### src/hw/rtl/lcs_pkg.sv
// Shared types, sizes and codes for the longest common substring block.
// Used by every file under hw/rtl; depends on nothing.
package lcs_pkg;

  // Reference store depth and streamed index width
  localparam int MAX_REF_LEN       = 256;
  localparam int STREAM_INDEX_BITS = 16;

  // Derived sizes
  localparam int IDX_W = $clog2(MAX_REF_LEN);
  localparam int CNT_W = $clog2(MAX_REF_LEN + 1);
  localparam int RUN_W = $clog2(MAX_REF_LEN + 1);

  // Fixed field widths of the stream channels
  localparam int SYM_W      = 8;
  localparam int OP_W       = 2;
  localparam int LEN_W      = 9;
  localparam int END_S_W    = 16;
  localparam int END_R_W    = 8;
  localparam int FIELDS_W   = LEN_W + END_S_W + END_R_W;
  localparam int M_TDATA_W  = ((FIELDS_W + 7) / 8) * 8;
  localparam int S_TDATA_W  = SYM_W;

  // Request opcodes
  typedef enum logic [OP_W-1:0] {
    OP_APPEND = 2'd0,
    OP_STREAM = 2'd1,
    OP_CLEAR  = 2'd2
  } op_t;

  // Controller states
  typedef enum logic [1:0] {
    ST_IDLE,
    ST_SWEEP,
    ST_DELIVER
  } state_t;

  // Row token that walks down the cell chain
  typedef struct packed {
    logic [SYM_W-1:0] sym;
    logic [RUN_W-1:0] diag;
    logic [RUN_W-1:0] best_len;
    logic [IDX_W-1:0] best_col;
    logic             hit;
  } token_t;

  // Broadcast control from the controller to every cell
  typedef struct packed {
    logic             wr_en;
    logic [IDX_W-1:0] wr_idx;
    logic [SYM_W-1:0] wr_sym;
    logic             clear_all;
    logic             clear_runs;
  } cell_ctl_t;

endpackage

### src/hw/rtl/lcs_cell.sv
// One column of the match table: a reference symbol, its run length and
// the token stage toward the next column. Depends on lcs_pkg.
module lcs_cell (
  input  logic               clk,
  input  logic               rst,
  input  logic [lcs_pkg::IDX_W-1:0] idx,
  input  lcs_pkg::cell_ctl_t ctl,
  input  logic               in_valid,
  input  lcs_pkg::token_t    in_tok,
  output logic               out_valid,
  output lcs_pkg::token_t    out_tok
);

  logic                       active;
  logic [lcs_pkg::SYM_W-1:0]  ref_sym;
  logic [lcs_pkg::RUN_W-1:0]  run;
  logic [lcs_pkg::RUN_W-1:0]  v;
  logic                       wr_hit;
  lcs_pkg::token_t            tok_next;

  // Extend the diagonal run on a match, else restart at zero; hand the old
  // run on as the next diagonal and keep the strictly longer run
  always_comb begin
    wr_hit   = ctl.wr_en && (ctl.wr_idx == idx);
    v        = (in_tok.sym == ref_sym) ? in_tok.diag + lcs_pkg::RUN_W'(1) : '0;
    tok_next = in_tok;
    if (active) begin
      tok_next.diag = run;
      if (v > in_tok.best_len) begin
        tok_next.best_len = v;
        tok_next.best_col = idx;
        tok_next.hit      = 1'b1;
      end
    end
  end

  // Column state: load on append, clear on request, update on a token
  always_ff @(posedge clk) begin
    if (rst) begin
      active <= 1'b0;
      run    <= '0;
    end else if (ctl.clear_all) begin
      active <= 1'b0;
      run    <= '0;
    end else if (ctl.clear_runs) begin
      run <= '0;
    end else if (wr_hit) begin
      active <= 1'b1;
      run    <= '0;
    end else if (in_valid && active) begin
      run <= v;
    end
  end

  // Reference symbol holds no reset value
  always_ff @(posedge clk) begin
    if (wr_hit) begin
      ref_sym <= ctl.wr_sym;
    end
  end

  // Token valid advances one column per cycle
  always_ff @(posedge clk) begin
    if (rst) begin
      out_valid <= 1'b0;
    end else begin
      out_valid <= in_valid;
    end
  end

  // Advance the token to the next column
  always_ff @(posedge clk) begin
    out_tok <= tok_next;
  end

endmodule

### config.mk
export PLATFORM = sky130hd
export DESIGN_NAME = lcs_cell
export DESIGN_NICKNAME = d
export VERILOG_FILES = /design/src/hw/rtl/lcs_pkg.sv /design/src/hw/rtl/lcs_cell.sv
export SDC_FILE = /design/constraint.sdc
export NUM_CORES = 1
export LEC_CHECK = 0
export ABC_AREA = 1
export ABC_CLOCK_PERIOD_IN_PS = 2900
export BUFFER_PORTS_ARGS = -buffer_cell sky130_fd_sc_hd__clkbuf_2
export CAP_MARGIN = 20
export CORE_MARGIN = 2
export CORE_UTILIZATION = 31
export CTS_BUF_LIST = sky130_fd_sc_hd__clkbuf_8
export DETAILED_ROUTE_END_ITERATION = 12
export PLACE_DENSITY = 0.54
export SETUP_SLACK_MARGIN = 0.15
export SLEW_MARGIN = 20
export SYNTH_ARGS = -nofsm -noshare
export SYNTH_HDL_FRONTEND = slang
export SYNTH_SLANG_ARGS = --single-unit
### constraint.sdc
create_clock -name clk -period 2.9 [get_ports clk]
set_input_delay 0.58 -clock clk [delete_from_list [all_inputs] [get_ports clk]]
set_output_delay 0.58 -clock clk [all_outputs]
set_load 0.05 [all_outputs]
==> impl_metrics.json <==
{
  "status": "complete, no violations",
  "rows": 33,
  "ios": 101,
  "power_density_nw_per_um2": 442,
  "cts.sinks": 54,
  "die-area_um2": 9130,
  "fin_crit_sh": 0.849,
  "rsz0062_at_grt": "false",
  "ys_ff_latch": 54,
  "core-area_um2": 8180,
  "place_congestion": 0.757,
  "crit_arrival_ps": 2710,
  "fin_cells": 568,
  "skew_ps": 12.0,
  "portBuffers": 100,
  "min_period_ps": 2460,
  "vias_per_cell": 4.18,
  "yosys-top-cells-area": "dfxtp_1 (35%), nand2_1 (16%), inv_1 (10%), edfxtp_1 (9.2%), nor2_1 (5.5%)",
  "drive_gt1_frac": 0.274,
  "cts_tree": "done",
  "synth_edf_count": 8,
  "antenna_found_initial": 0,
  "maxSlewViolCount": 0,
  "cap_violations": 0,
  "end_kind": "flop",
  "r2r_slack_ps": 500,
  "cts_setup_buffers": 0,
  "start_util": 0.318,
  "htree_levels": 2,
  "num_vias": 2374,
  "yosys.area.top_type_share": 0.355,
  "cts_resized": 0,
  "syn_inst": 359,
  "startpoint": "in_tok[19]",
  "ctsHoldBuffers": 0,
  "area_growth_pct": 26.2,
  "reg2reg_depth": 18,
  "cp-endpoint": "out_tok[8]",
  "die_h_um": 95.5,
  "finalCoreUtilization": 0.401,
  "r2r-start": "ref_sym[6]",
  "fin_nets": 538,
  "drc": 0,
  "synth_area_per_cell_um2": 7.24,
  "finalHoldViolations": 0,
  "cts_buffers": 5,
  "worstSetupPathType": "primary input to flop",
  "synth.distinct_cells": 27,
  "synth_nets": 434,
  "final_antenna_net_count": 0,
  "worstSetupStartpointType": "primary input",
  "tns_ps": 0,
  "yosysMostFrequentCell": "nand2_1",
  "synthArstFlopShare": 0,
  "routed_wl_mm": 6.05,
  "peakVddDrop_v": 0.000186,
  "n_antenna_cell": 0,
  "synth_top_cell_by_area": "dfxtp_1",
  "ys_seq_area_frac": 0.447,
  "leakage_nw": 1.92,
  "place_ws_ps": 121,
  "clock_latency_ps": 310,
  "clkTransAtPathRegs_ps": 100,
  "cts-root-buf": "clkbuf_8",
  "hold_path_class": "primary input to flop",
  "finalWorstSetupSlack_ps": 439,
  "grt_first_pass_wirelength_mm": 9.60,
  "grt_pass1_vias": 2253,
  "routedWlPerCell_um": 10.7,
  "hpwl_mm": 4.95,
  "yosys-top-cells-count": "nand2_1 (113), inv_1 (70), dfxtp_1 (46)",
  "drtIter0Drc": 70,
  "max_clock_freq_mhz": 406,
  "worstMarginPinSlew_ps": 730,
  "clockBufferDepth": 2,
  "overflow": 0,
  "placed_cells": 561,
  "worstPathRequired_ps": 3150,
  "syn-cell-area_um2": 2600,
  "firstDrtPassIters": 4,
  "power_mw": 1.45,
  "path_max_fanout": 24,
  "yosys_warnings": 0,
  "synth_flop_cell": "dfxtp_1",
  "grt_max_degree": 25,
  "finalSetupViolations": 0,
  "grt_usage": 0.135,
  "slew_headroom": 0.512,
  "r2r-end": "out_tok[8]",
  "die_w_um": 95.5
}
==> routing by layer <==
layer,GRT usage,part of all wire,vias to the layer above
li1,-,-,1289
met1,0.167,0.45,1020
met2,0.227,0.47,60
met3,0.0403,0.071,5
met4,0.0393,0.012,0
met5,0,0,-
==> placed cells by master, fill, tap and decap left out <==
| master | instances |
|---|---|
| nand2_1 | 113 |
| clkbuf_2 | 100 |
| inv_1 | 72 |
| dfxtp_1 | 46 |
| nor2_1 | 38 |
| nand3_1 | 15 |
| a21oi_1 | 11 |
| o21ai_2 | 11 |
| o21ai_0 | 10 |
| ha_1 | 10 |
| edfxtp_1 | 8 |
| xor2_1 | 5 |
| clkbuf_8 | 5 |
| buf_4 | 4 |
| nand3_2 | 2 |
| nor3_1 | 2 |
| nor2_4 | 1 |
| nand2_2 | 1 |
| and2_1 | 1 |
| and2_0 | 1 |
| inv_2 | 1 |
| nor2_2 | 1 |
| a21o_1 | 1 |
| a31oi_1 | 1 |
| or2_2 | 1 |
| a21boi_0 | 1 |
| o22ai_1 | 1 |
==> state kept, by name (all words and copies together) (netlist names) <==
name,cells
active,1
out_valid,1
run,9
out_tok,35
ref_sym,8
==> cell families (layout without fill, tap and decap cells) <==
group / after synthesis / in the layout / synth area share
fa+ha+maj: 10 / 10 / 0.0482
flops: 54 / 54 / 0.447
compound gates: 36 / 36 / 0.0882
buf+inv: 78 / 182 / 0.125
simple gates: 176 / 176 / 0.275
xor+xnor: 5 / 5 / 0.0169
==> metrics by stage <==
step	instance area [um2]	hold slack, ps
detailed placement	3200	450
global placement	3200	451
floorplan	2600	425
global route	3280	389
finish	3280	404
CTS	3280	392
==> power breakdown <==
| group | switching, mW | internal, mW | leakage, nW | total [mW] |
|---|---|---|---|---|
| registers | 0.00734 | 0.786 | 0.456 | 0.793 |
| clock network | 0.235 | 0.160 | 0.0466 | 0.395 |
| logic | 0.180 | 0.0798 | 1.42 | 0.259 |
==> worst max-delay path: stages <==
cell      delay, ps
clkbuf_2        120
ha_1            200
nand3_2         130
nor2_1          100
nor2_1           40
nor2_1          140
inv_1            60
nor2_1          170
ha_1            270
nand2_1          60
a21oi_1          50
nor2_1          100
nand3_1          80
nand2_1         100
buf_4           310
nand2_1         110
o21ai_2          70
==> worst min path at each step <==
stage | startpoint | end | depth (start not counted)
floorplan | run[3] | out_tok[21] | 2
global placement | run[7] | out_tok[25] | 2
detailed placement | run[2] | out_tok[20] | 2
CTS | in_tok[31] | out_tok[31] | 1
global route | in_tok[31] | out_tok[31] | 1
finish | in_tok[31] | out_tok[31] | 1
==> layout make-up <==
class | count | area [um2]
Clock buffer | 5 | 68.8
Clock inverter | 2 | 7.51
Fill cell | 874 | 4900
Inverter | 71 | 267
Multi-Input combinational cell | 227 | 1110
Sequential cell | 54 | 1160
Tap cell | 105 | 131
Timing Repair Buffer | 104 | 531
No activity file was read; power rests on OpenSTA's default activity.
