$ cat src/hw/rtl/lcs_pkg.sv
// Shared types, sizes and codes for the longest common substring block.
// Used by every file under hw/rtl; depends on nothing.
package lcs_pkg;

  // Reference store depth and streamed index width
  localparam int MAX_REF_LEN       = 256;
  localparam int STREAM_INDEX_BITS = 16;

  // Derived sizes
  localparam int IDX_W = $clog2(MAX_REF_LEN);
  localparam int CNT_W = $clog2(MAX_REF_LEN + 1);
  localparam int RUN_W = $clog2(MAX_REF_LEN + 1);

  // Fixed field widths of the stream channels
  localparam int SYM_W      = 8;
  localparam int OP_W       = 2;
  localparam int LEN_W      = 9;
  localparam int END_S_W    = 16;
  localparam int END_R_W    = 8;
  localparam int FIELDS_W   = LEN_W + END_S_W + END_R_W;
  localparam int M_TDATA_W  = ((FIELDS_W + 7) / 8) * 8;
  localparam int S_TDATA_W  = SYM_W;

  // Request opcodes
  typedef enum logic [OP_W-1:0] {
    OP_APPEND = 2'd0,
    OP_STREAM = 2'd1,
    OP_CLEAR  = 2'd2
  } op_t;

  // Controller states
  typedef enum logic [1:0] {
    ST_IDLE,
    ST_SWEEP,
    ST_DELIVER
  } state_t;

  // Row token that walks down the cell chain
  typedef struct packed {
    logic [SYM_W-1:0] sym;
    logic [RUN_W-1:0] diag;
    logic [RUN_W-1:0] best_len;
    logic [IDX_W-1:0] best_col;
    logic             hit;
  } token_t;

  // Broadcast control from the controller to every cell
  typedef struct packed {
    logic             wr_en;
    logic [IDX_W-1:0] wr_idx;
    logic [SYM_W-1:0] wr_sym;
    logic             clear_all;
    logic             clear_runs;
  } cell_ctl_t;

endpackage

$ cat src/hw/rtl/lcs_ctrl.sv
// Request decoder, row sequencer and result register for the block.
// Depends on lcs_pkg; drives the broadcast control of the cell chain.
module lcs_ctrl (
  input  logic                            clk,
  input  logic                            rst,
  input  logic                            s_tvalid,
  output logic                            s_tready,
  input  logic [lcs_pkg::S_TDATA_W-1:0]   s_tdata,
  input  logic [lcs_pkg::OP_W-1:0]        s_tuser,
  input  logic                            s_tlast,
  output logic                            m_tvalid,
  input  logic                            m_tready,
  output logic [lcs_pkg::M_TDATA_W-1:0]   m_tdata,
  output logic [0:0]                      m_tuser,
  output lcs_pkg::cell_ctl_t              cell_ctl,
  output logic                            inj_valid,
  output lcs_pkg::token_t                 inj_tok,
  input  logic                            done_valid,
  input  lcs_pkg::token_t                 done_tok
);

  localparam logic [lcs_pkg::STREAM_INDEX_BITS-1:0] ROW_MAX = '1;

  lcs_pkg::state_t                         state;
  lcs_pkg::state_t                         state_next;
  logic [lcs_pkg::CNT_W-1:0]               ref_count;
  logic [lcs_pkg::STREAM_INDEX_BITS-1:0]   row_index;
  logic [lcs_pkg::RUN_W-1:0]               best_len;
  logic [lcs_pkg::STREAM_INDEX_BITS-1:0]   best_row;
  logic [lcs_pkg::IDX_W-1:0]               best_col;
  logic                                    last_q;
  logic                                    accept;
  logic                                    deliver_fire;
  lcs_pkg::op_t                            op;

  // Decode the request
  always_comb begin
    op           = lcs_pkg::op_t'(s_tuser);
    accept       = s_tvalid && s_tready;
    deliver_fire = (state == lcs_pkg::ST_DELIVER) && (!m_tvalid || m_tready);
  end

  // Next state
  always_comb begin
    state_next = state;
    case (state)
      lcs_pkg::ST_IDLE: begin
        if (accept && op == lcs_pkg::OP_STREAM) begin
          state_next = lcs_pkg::ST_SWEEP;
        end
      end
      lcs_pkg::ST_SWEEP: begin
        if (done_valid) begin
          state_next = last_q ? lcs_pkg::ST_DELIVER : lcs_pkg::ST_IDLE;
        end
      end
      lcs_pkg::ST_DELIVER: begin
        if (deliver_fire) begin
          state_next = lcs_pkg::ST_IDLE;
        end
      end
      default: state_next = lcs_pkg::ST_IDLE;
    endcase
  end

  // Outputs toward the input channel and the cells
  always_comb begin
    s_tready            = (state == lcs_pkg::ST_IDLE);
    cell_ctl.wr_en      = accept && (op == lcs_pkg::OP_APPEND) &&
                          (ref_count < lcs_pkg::CNT_W'(lcs_pkg::MAX_REF_LEN));
    cell_ctl.wr_idx     = ref_count[lcs_pkg::IDX_W-1:0];
    cell_ctl.wr_sym     = s_tdata[lcs_pkg::SYM_W-1:0];
    cell_ctl.clear_all  = accept && (op == lcs_pkg::OP_CLEAR);
    cell_ctl.clear_runs = deliver_fire;
  end

  always_ff @(posedge clk) begin
    if (rst) begin
      state <= lcs_pkg::ST_IDLE;
    end else begin
      state <= state_next;
    end
  end

  // Reference length, row index and best run
  always_ff @(posedge clk) begin
    if (rst) begin
      ref_count <= '0;
      row_index <= '0;
      best_len  <= '0;
      best_row  <= '0;
      best_col  <= '0;
      last_q    <= 1'b0;
    end else if (cell_ctl.clear_all) begin
      ref_count <= '0;
      row_index <= '0;
      best_len  <= '0;
      best_row  <= '0;
      best_col  <= '0;
    end else if (deliver_fire) begin
      row_index <= '0;
      best_len  <= '0;
      best_row  <= '0;
      best_col  <= '0;
    end else begin
      if (cell_ctl.wr_en) begin
        ref_count <= ref_count + lcs_pkg::CNT_W'(1);
      end
      if (accept && op == lcs_pkg::OP_STREAM) begin
        last_q <= s_tlast;
      end
      if (state == lcs_pkg::ST_SWEEP && done_valid) begin
        if (done_tok.hit) begin
          best_len <= done_tok.best_len;
          best_col <= done_tok.best_col;
          best_row <= row_index;
        end
        if (row_index != ROW_MAX) begin
          row_index <= row_index + lcs_pkg::STREAM_INDEX_BITS'(1);
        end
      end
    end
  end

  // Launch a row token into the first cell
  always_ff @(posedge clk) begin
    if (rst) begin
      inj_valid <= 1'b0;
    end else begin
      inj_valid <= accept && (op == lcs_pkg::OP_STREAM);
    end
  end

  always_ff @(posedge clk) begin
    if (accept) begin
      inj_tok <= '{sym:      s_tdata[lcs_pkg::SYM_W-1:0],
                   diag:     '0,
                   best_len: best_len,
                   best_col: best_col,
                   hit:      1'b0};
    end
  end

  // Result register: load on delivery, drop when taken
  always_ff @(posedge clk) begin
    if (rst) begin
      m_tvalid <= 1'b0;
    end else if (deliver_fire) begin
      m_tvalid <= 1'b1;
    end else if (m_tready) begin
      m_tvalid <= 1'b0;
    end
  end

  always_ff @(posedge clk) begin
    if (deliver_fire) begin
      m_tdata <= {(lcs_pkg::M_TDATA_W - lcs_pkg::FIELDS_W)'(0),
                  lcs_pkg::END_R_W'(best_col),
                  lcs_pkg::END_S_W'(best_row),
                  lcs_pkg::LEN_W'(best_len)};
      m_tuser <= best_len != '0;
    end
  end

endmodule

$ cat config.mk
export PLATFORM = sky130hd
export DESIGN_NAME = lcs_ctrl
export DESIGN_NICKNAME = d
export VERILOG_FILES = /design/src/hw/rtl/lcs_pkg.sv /design/src/hw/rtl/lcs_ctrl.sv
export SDC_FILE = /design/constraint.sdc
export NUM_CORES = 1
export LEC_CHECK = 0
export BUFFER_PORTS_ARGS = -buffer_cell sky130_fd_sc_hd__buf_4
export CAP_MARGIN = 0
export CORE_MARGIN = 2
export CORE_UTILIZATION = 56
export CTS_BUF_LIST = sky130_fd_sc_hd__clkbuf_8
export DETAILED_ROUTE_END_ITERATION = 7
export GPL_TIMING_DRIVEN = 0
export PLACE_DENSITY = 0.83
export SLEW_MARGIN = 20
export SYNTH_ARGS = -nofsm -noshare
export SYNTH_HDL_FRONTEND = slang
export SYNTH_SLANG_ARGS = --single-unit
$ cat constraint.sdc
create_clock -name clk -period 12.7 [get_ports clk]
set_input_delay 3.81 -clock clk [delete_from_list [all_inputs] [get_ports clk]]
set_output_delay 3.81 -clock clk [all_outputs]
set_load 0.01 [all_outputs]
==> results.py <==
metrics = {
    "timing": {
        "setup_viol": 0,
        "max_freq_mhz": 113,
        "hold_violations": 0,
        "min_period_over_period_pct": 69.6,
        "clock_skew_ps": 6.86,
        "period_minus_slack_ps": 8830,
        "setup-tns-final_ps": 0,
        "tightest_slew_ps": 783,
        "rsz0062_at_grt": "no",
        "relSlewSlack_pct": 47.6,
        "final_max_slew_viol_count": 0,
    },
    "final_layout": {
        "layout.area.seq_um2": 3030,
        "antenna_cells": 0,
        "post-route-util_pct": 75.3,
        "stdcell_area_um2": 6130,
        "multi_input_area_um2": 1340,
        "final_nets": 617,
        "syn_to_final_growth_pct": 32.1,
        "nFillCells": 515,
        "drive_gt1_share_pct": 33.1,
    },
    "worst_setup_path": {
        "path_class": "in -> out",
        "cp.depth": 5,
        "critPathCaptureType": "output pin",
        "slowest_stage": "nor4b_2",
        "path_buf_inv": 3,
        "reg2reg_depth": 5,
        "crit_fanout": 9,
        "cp_top_family": "simple AND/OR/NAND/NOR gates",
        "cpMostUsedCell": "buf_4",
        "slowest_delay_ps": 660,
        "cp_cell_sequence": "buf_4, nor4b_2, nand2_1, inv_1, buf_4",
        "start_kind": "input pin",
        "crit_required_ps": 8890,
        "cp.arrival_ps": 5020,
    },
    "floorplanning": {
        "pin_count": 149,
        "row_count": 33,
        "coreArea_um2": 8130,
        "die_w_um": 95.0,
        "die_area_um2": 9020,
        "start_util_pct": 57.0,
        "die_h_um": 95.0,
    },
    "routing": {
        "drt-initial-drc-count": 199,
        "num_vias": 3577,
        "top_layer_used": "met4",
        "drt-total-wl_mm": 9.49,
        "viasPerCell": 5.24,
        "met3WireLength_um": 778,
        "met2WireLength_mm": 4.76,
        "drt-pass1-iter-count": 5,
        "wl_per_cell_um": 13.9,
        "wl_met1_mm": 3.80,
        "route.detailed.drc": 0,
        "ant_nets": 0,
    },
    "cts": {
        "clock_latency_ps": 420,
        "ctsResizeCount": 0,
        "clk_transition_reported_paths_ps": 70,
        "clock-root-buffer": "clkbuf_8",
        "cts_max_path_buffers": 2,
        "htree_num_levels": 4,
        "cts.sinks": 122,
        "postCtsSetupBuffers": 0,
        "cts_buffers": 17,
        "cts_tree": "yes",
        "postCtsHoldBufs": 0,
    },
    "min_path": {
        "worstHoldPathCells": 0,
        "hold_path_class": "reg -> reg",
    },
    "global_route": {
        "antenna_found_initial": 0,
        "grtUsageTotal_pct": 21.4,
        "overflow": 0,
        "grt_pass1_wl_mm": 14.7,
        "grt_pass1_vias": 3304,
        "grt_max_degree": 19,
    },
    "logic_synthesis": {
        "synth_top_area_share_pct": 38.2,
        "synth_top_cell_by_area": "edfxtp_1",
        "synth_area_um2": 4640,
        "synth.avg_cell_area_um2": 11.2,
        "async_flop_share_pct": 0,
        "synthTopCellsByArea": "edfxtp_1 (38%), dfxtp_1 (27%), nand2_1 (6.2%), buf_4 (5.5%), a21oi_1 (5.2%)",
        "synth_cell_types": 43,
        "synthFlopType": "dfxtp_1",
        "syn_inst": 413,
        "ys_seq_elements": 122,
        "synth_edf_count": 59,
        "yosys_warnings": 0,
        "yosysSeqAreaShare_pct": 65.4,
    },
    "power": {
        "power.leakage_nw": 2.30,
        "peakVddDrop_mv": 0.0667,
        "total_power_mw": 0.793,
        "p_per_area_nw_per_um2": 129,
    },
    "run": {
        "max-cap-violations": 0,
    },
    "placement": {
        "port_buffers": 113,
        "place_area_um2": 5730,
        "gp_congestion": 0.797,
        "hpwl_mm": 6.79,
    },
    "status": {
        "status": "complete, no violations",
    },
}
[cells by family after synthesis]
logic type,count (synthesis),synth area share (%)
buffers and inverters,54,7.20
adders and majority gates,2,0.540
other,1,0.0809
and+or+nand+nor,156,16.5
DFF,122,65.4
muxes,2,0.432
AOI/OAI and AO/OA,69,8.55
xor gates and xnor gates,7,1.32
[cell usage after synthesis, types with 2 or more instances]
cell	number
nor2b_1	3
nor2_1	18
nand2b_1	4
ha_1	2
a21oi_1	48
nand3b_1	3
buf_4	34
and2_1	4
buf_2	3
nand4_1	10
mux2i_1	2
o311ai_0	3
and3_1	4
or2_2	2
dfxtp_1	63
and4_1	2
clkbuf_1	12
o31ai_1	4
inv_1	3
buf_1	2
nor4_1	3
o21ai_0	6
nor3_1	3
or3_1	6
nand3_1	7
xor2_1	7
nand2_1	77
or4_1	4
o41ai_1	2
edfxtp_1	59
[state kept, by name (all words and copies together), names as in the netlist]
name / cells
inj_tok: 25
m_tdata: 33
best_len: 9
row_index: 16
best_row: 16
state: 2
inj_valid: 1
m_tuser: 1
m_tvalid: 1
best_col: 8
ref_count: 9
last_q: 1
[placed cells by master, fill, tap and decap left out, types with 5 or more instances in the layout]
cell,n
conb_1,17
clkbuf_8,18
o21ai_0,6
a21oi_1,48
clkinvlp_4,5
nand3_1,7
or3_1,6
edfxtp_1,59
nand4_1,10
buf_4,149
clkbuf_1,12
dfxtp_1,63
nor2_1,17
nand2_1,77
xor2_1,7
[worst paths after layout]
kind               startpoint            to  slack (ps)
setup reg to reg     state[1]  best_row[10]       10470
setup / recovery   s_tuser[0]  cell_ctl[18]        3870
hold / removal    best_row[2]   m_tdata[11]         430
hold reg to reg   best_row[2]   m_tdata[11]         430
[per-layer routing]
layer	global-route usage (%)	vias up
met1	24.7	1667
met4	9.06	0
met2	36.8	176
met5	0	-
met3	6.54	15
li1	-	1719
[report_power, final]
group	switching (mW)	total, mW	internal, mW
combinational	0.0214	0.0435	0.0222
sequential	0.00216	0.418	0.416
clock	0.152	0.331	0.179
[layout make-up]
cell class | instances | area share, %
flip-flops and latches | 122 | 49.5
multi-input cells | 253 | 21.9
repair buffers | 116 | 14.5
plain buffers | 51 | 5.27
clock buffers | 18 | 4.04
clock inverters | 14 | 2.39
well taps | 105 | 2.14
inverters | 3 | 0.184
[through the flow]
step / cells / worst slack, ps / hold slack, ps
2_1_floorplan: 429 / 2630 / 408
3_3_place_gp: 647 / 1420 / 414
3_5_place_dp: 650 / 3890 / 417
4_1_cts: 682 / 3880 / 432
5_1_grt: 682 / 3800 / 441
6_report: 682 / 3870 / 432
No activity file was read; power rests on OpenSTA's default activity.
